## src/rtl/vector_rotate_2d_assert.svh

```systemverilog
// Assertion macros for the vector_rotate_2d block.
// Included by the top level; expects clk and arst_n in scope.
`ifndef VECTOR_ROTATE_2D_ASSERT_SVH
`define VECTOR_ROTATE_2D_ASSERT_SVH

// Same-cycle implication, checked outside reset.
`define VR2D_ASSERT_IMP(lbl, ante, cons) \
	lbl: assert property (@(posedge clk) disable iff (!arst_n) (ante) |-> (cons)) \
		else $error("vector_rotate_2d assertion failed");

// Next-cycle implication, checked outside reset.
`define VR2D_ASSERT_NXT(lbl, ante, cons) \
	lbl: assert property (@(posedge clk) disable iff (!arst_n) (ante) |=> (cons)) \
		else $error("vector_rotate_2d assertion failed");

`endif

```

## src/rtl/vr2d_pkg.sv

```systemverilog
// Package for the vector_rotate_2d block: angle constants, arctangent table
// and the record handed from cell to cell. No dependencies.
`timescale 1ns / 1ps

package vr2d_pkg;

	localparam int unsigned MAX_STEPS = 32;

	// Angles in Q28 radians.
	localparam logic signed [33:0] ANG_PI      = 34'sd843314857;
	localparam logic signed [33:0] ANG_TWO_PI  = 34'sd1686629713;
	localparam logic signed [30:0] ANG_PI_N    = 31'sd843314857;
	localparam logic signed [30:0] ANG_HALF_PI = 31'sd421657428;

	// Thresholds for the wrap count: pi + k * two_pi.
	localparam logic signed [33:0] WRAP_T1 = 34'sd843314857;
	localparam logic signed [33:0] WRAP_T2 = 34'sd2529944570;
	localparam logic signed [33:0] WRAP_T3 = 34'sd4216574283;

	// CORDIC gain compensation in Q30.
	localparam logic signed [31:0] GAIN_Q30 = 32'sd652032874;

	// atan(2^-i) in Q28, rounded to nearest.
	localparam logic signed [30:0] ATAN_Q28 [MAX_STEPS] = '{
		31'sd210828714, 31'sd124459457, 31'sd65760959, 31'sd33381290,
		31'sd16755422,  31'sd8385879,   31'sd4193963,  31'sd2097109,
		31'sd1048571,   31'sd524287,    31'sd262144,   31'sd131072,
		31'sd65536,     31'sd32768,     31'sd16384,    31'sd8192,
		31'sd4096,      31'sd2048,      31'sd1024,     31'sd512,
		31'sd256,       31'sd128,       31'sd64,       31'sd32,
		31'sd16,        31'sd8,         31'sd4,        31'sd2,
		31'sd1,         31'sd0,         31'sd0,        31'sd0
	};

	// Rounding constant for the Q30 product sums.
	localparam logic signed [64:0] RND_Q30 = 65'sd536870912;

	typedef struct packed {
		logic signed [31:0] x;
		logic signed [31:0] y;
		logic signed [31:0] cx;
		logic signed [31:0] sy;
		logic signed [30:0] z;
		logic               neg;
	} rot_t;

endpackage

```

## src/rtl/vr2d_cell.sv

```systemverilog
// One CORDIC rotation step for vector_rotate_2d, with its own pipeline
// register and handshake. Depends on vr2d_pkg.
`timescale 1ns / 1ps

module vr2d_cell #(
	parameter int unsigned STEP = 0
) (
	input  logic           clk,
	input  logic           arst_n,
	input  logic           in_valid,
	output logic           in_ready,
	input  vr2d_pkg::rot_t in_data,
	output logic           out_valid,
	input  logic           out_ready,
	output vr2d_pkg::rot_t out_data
);

	logic           v_q;
	vr2d_pkg::rot_t d_q, d_next;
	logic signed [31:0] dx, dy;

	assign in_ready = !v_q || out_ready;

	assign dx = in_data.sy >>> STEP;
	assign dy = in_data.cx >>> STEP;

	always_comb begin
		d_next = in_data;
		// Rotate toward zero residual angle.
		if (!in_data.z[30]) begin
			d_next.cx = in_data.cx - dx;
			d_next.sy = in_data.sy + dy;
			d_next.z  = in_data.z - vr2d_pkg::ATAN_Q28[STEP];
		end else begin
			d_next.cx = in_data.cx + dx;
			d_next.sy = in_data.sy - dy;
			d_next.z  = in_data.z + vr2d_pkg::ATAN_Q28[STEP];
		end
	end

	always_ff @(posedge clk or negedge arst_n) begin
		if (!arst_n) begin
			v_q <= 1'b0;
		end else if (in_ready) begin
			v_q <= in_valid;
		end
	end

	always_ff @(posedge clk) begin
		if (in_ready && in_valid) begin
			d_q <= d_next;
		end
	end

	assign out_valid = v_q;
	assign out_data  = d_q;

endmodule

```

## config.mk

```make
export PLATFORM = sky130hd
export DESIGN_NAME = vr2d_cell
export DESIGN_NICKNAME = d
export VERILOG_FILES = /design/src/rtl/vector_rotate_2d_assert.svh /design/src/rtl/vr2d_pkg.sv /design/src/rtl/vr2d_cell.sv
export SDC_FILE = /design/constraint.sdc
export NUM_CORES = 1
export LEC_CHECK = 0
export BUFFER_PORTS_ARGS = -buffer_cell sky130_fd_sc_hd__buf_2
export CORE_UTILIZATION = 58
export CTS_CLUSTER_DIAMETER = 150
export CTS_CLUSTER_SIZE = 12
export DETAILED_ROUTE_END_ITERATION = 10
export GPL_TIMING_DRIVEN = 0
export PLACE_DENSITY = 0.87
export SLEW_MARGIN = 20
export SYNTH_ARGS = -nofsm -noshare
export SYNTH_HDL_FRONTEND = slang
export SYNTH_SLANG_ARGS = --single-unit
```

## constraint.sdc

```tcl
create_clock -name clk -period 7.8 [get_ports clk]
set_clock_uncertainty 0.05 [all_clocks]
set_input_delay 1.17 -clock clk [delete_from_list [all_inputs] [get_ports clk]]
set_output_delay 1.17 -clock clk [all_outputs]
set_load 0.05 [all_outputs]
```

==> summary.md <==
| Metric | Value |
|---|---|
| Post-Route WL | `38.1 mm` |
| Dominant cell type by area after synthesis | `edfxtp_1` |
| Clock slew at reported path FFs | `0.06 ns` |
| CP Class | `in -> reg` |
| Fillcell total | `1525` |
| Slew @ Worst Pin | `1.01 ns` |
| Ys async rst share | `0.625%` |
| DRC Markers | `0` |
| Syn Area/Cell | `9.85 sq um` |
| TritonCTS Buffers | `17` |
| Most instantiated library cell after synthesis | `edfxtp_1` |
| Max Buffers Root-to-Sink | `2` |
| Met2 usage | `62.7%` |
| Most instantiated cells after synthesis | `edfxtp_1 (159), a21oi_1 (124), ha_1 (122)` |
| Minimum clock period | `5.11 ns` |
| Syn Inst Count | `1182` |
| Internal | `1890 uW` |
| Routed Antenna Nets | `0` |
| Net Sw Frac | `37.6%` |
| Antenna violations before repair | `6` |
| P&R area growth vs syn | `22.8%` |
| Clk network pwr share | `30.0%` |
| Multi-input gate area | `6260 sq um` |
| Setup TNS | `0 ns` |
| Mapped Area | `11600 sq um` |
| Fmax | `196 MHz` |
| Total of max-cap violations | `0` |
| Worst-Skew Late Latency | `0.42 ns` |
| First-pass GRT wire length | `57.7 mm` |
| # hold bufs at CTS | `0` |
| Worst Setup SP | `in_data[31]` |
| RSZ-0062 raised after global routing | `false` |
| Vias post-DR | `10842` |
| First-pass iteration count of the detailed router | `8` |
| Remaining Overflow, GRT | `0` |
| Hold Crit Class | `in -> async` |
| Type of origin of the critical path | `primary input` |
| Post-CTS Setup Inserts | `0` |
| CTS tree | `yes` |
| Yosys warns | `0` |
| Status | `finished, final reports clean` |
| Reg area | `4800 sq um` |
| Predominant post-synthesis flop cell | `edfxtp_1` |
| Die W | `144 microns` |
| Sequential fraction of the synthesis area | `41.2%` |
| Starting Density | `59.5%` |
| Crit path DAT | `5.22 ns` |
| Global-route met1 utilization | `42.4%` |
| Post-synth EDFFs | `159` |
| Vias/cell | `5.99` |
| Final net count | `1818` |
| P per Cell Area | `211 nW/um^2` |
| PortBufs | `325` |
| Period utilization | `65.6%` |
| Placement Rows | `51` |
| Max-slew violation count | `0` |
| Fin. Hold Viols | `0` |
| Post-DP HPWL | `29.5 mm` |
| Max VDD drop | `0.169 mV` |
| Post-Layout Inst Area | `14300 sq um` |
| Area share of the largest cell type after synthesis | `41.0%` |
| Critical-path maximum fanout | `23` |
| Final setup vio count | `0` |
| Syn_nets | `1472` |
| I/O pins | `326` |
| CTS root buf | `clkbuf_16` |
| Vias in the first global route | `10548` |
| H-Tree Depth | `4` |
| Sequential Power Share | `35.8%` |
| Cell Area, Placed | `13700 sq um` |
| Die ar. | `20700 sq um` |
| Distinct cells, synth | `82` |
| WL/cell | `21.0 microns` |
| Required time of the critical path | `7.90 ns` |
| CTS Sinks | `160` |
| Placer congestion estimate | `0.963` |
| Crit end category | `register` |
| Grt met3 use | `9.70%` |
| Switch Pwr | `1140 uW` |
| GRT Total Usage | `37.4%` |
| Post-CTS Resized | `0` |
| Placeable Area | `19600 sq um` |
| Gr busiest metal | `met2` |
| Area contributors post-synth | `edfxtp_1 (41%), ha_1 (13%), a21oi_1 (5.3%)` |
| Largest net degree at the start of global routing | `57` |
| Worst R2R Start | `out_valid` |
| Slew Limit Headroom | `31.8%` |
| Lkg Pwr | `0.00645 uW` |
| Starting DRT DRC Count | `878` |
| Power share of the combinational group | `34.2%` |
| Yosys reg bits | `160` |
| Share of layout cells above drive strength 1 | `25.4%` |
| Die height | `144 microns` |
[logic make-up (layout without fill, tap and decap cells)]
group / count (synthesis) / count (layout) / share of synthesized area (%)
and+or+nand+nor: 278 / 278 / 11.6
buffers and inverters: 150 / 509 / 5.03
xor gates and xnor gates: 85 / 85 / 6.39
adders and majority gates: 126 / 126 / 13.8
other: 0 / 5 / 0
AOI/OAI and AO/OA: 372 / 372 / 21.1
muxes: 11 / 11 / 0.945
DFF: 160 / 160 / 41.2
[flip-flops by register name (all words and copies together), names as in the netlist]
| name | count |
|---|---|
| out_valid | 1 |
| out_data | 159 |
[worst max-delay path, cell delays in order]
cell      delay [ns]
buf_2           0.37
clkinv_1        0.46
clkbuf_2        0.56
ha_1            0.49
a211oi_2        0.23
nor4_1          0.12
o41ai_2         0.53
nor3_1          0.15
o221a_2         0.31
o41ai_4         0.39
o21bai_1        0.12
a21oi_1         0.20
xnor2_1         0.12
[power by group through the flow]
stage	combinational [uW]	clock [uW]	sequential, uW
2_1_floorplan	462	0	1370
3_3_place_gp	991	0	1110
3_5_place_dp	1010	0	1100
4_1_cts	1020	911	1080
5_1_grt	1100	940	1090
6_report	1030	906	1080
[area by class of cell]
type                    instances  share of cell area, %
flip-flops and latches        160                   33.6
repair buffers                327                   11.8
inverters                     107                   2.81
multi-input cells             872                   43.8
diodes                          5                 0.0875
clock buffers                  18                   3.00
well taps                     265                   2.32
plain buffers                  43                   1.29
clock inverters                14                   1.36
[cell usage in the layout, fill, tap and decap left out, drive strengths merged, types with 5 or more instances in the layout]
master and count:
buf 346, edfxtp 159, a21oi 124, ha 122, inv 112, nor2 91
o21ai 73, xnor2 65, nand2 60, clkbuf 42, a21o 36, o21bai 23
nand3 21, xor2 20, nor3 19, nand2b 15, nor2b 14, a211oi 14
o211ai 13, o21a 12, nand4 11, mux2i 11, and2 10, a31oi 10
o31ai 9, nor4 8, and3 7, or2 7, o41ai 6, diode 5
o2111ai 5, a2111oi 5, clkinv 5
[layer usage]
metal  part of all wire [%]  wire length, microns
met1                     36                 13900
met2                     49                 18500
met3                    8.8                  3360
met4                    6.1                  2320
met5                  0.047                    18
[path summary, 6_finish.rpt]
path                                      to  slack [ns]  depth (start not counted)
min in group clk                   out_valid        0.55                          2
worst max-delay path            out_data[25]        2.69                         13
worst min register to register     out_valid        0.55                          2
worst max register to register  out_data[39]        5.53                          4
max in group asynchronous          out_valid        7.15                          1
worst min-delay path               out_valid        0.46                          1
[per-stage QoR]
stage          hold WS (ns)  setup WS [ns]  utilization (%)  total power (uW)  std cells
2_1_floorplan         0.824           1.87                -              1830       1182
4_1_cts               0.451           2.73             72.9              3020       1806
3_3_place_gp          0.450          0.961             69.5              2100       1772
3_5_place_dp          0.531           2.36             69.8              2110       1774
6_report              0.463           2.69             73.0              3020       1811
5_1_grt               0.450           2.53             73.0              3130       1811
(Power assumes the default switching activity.)
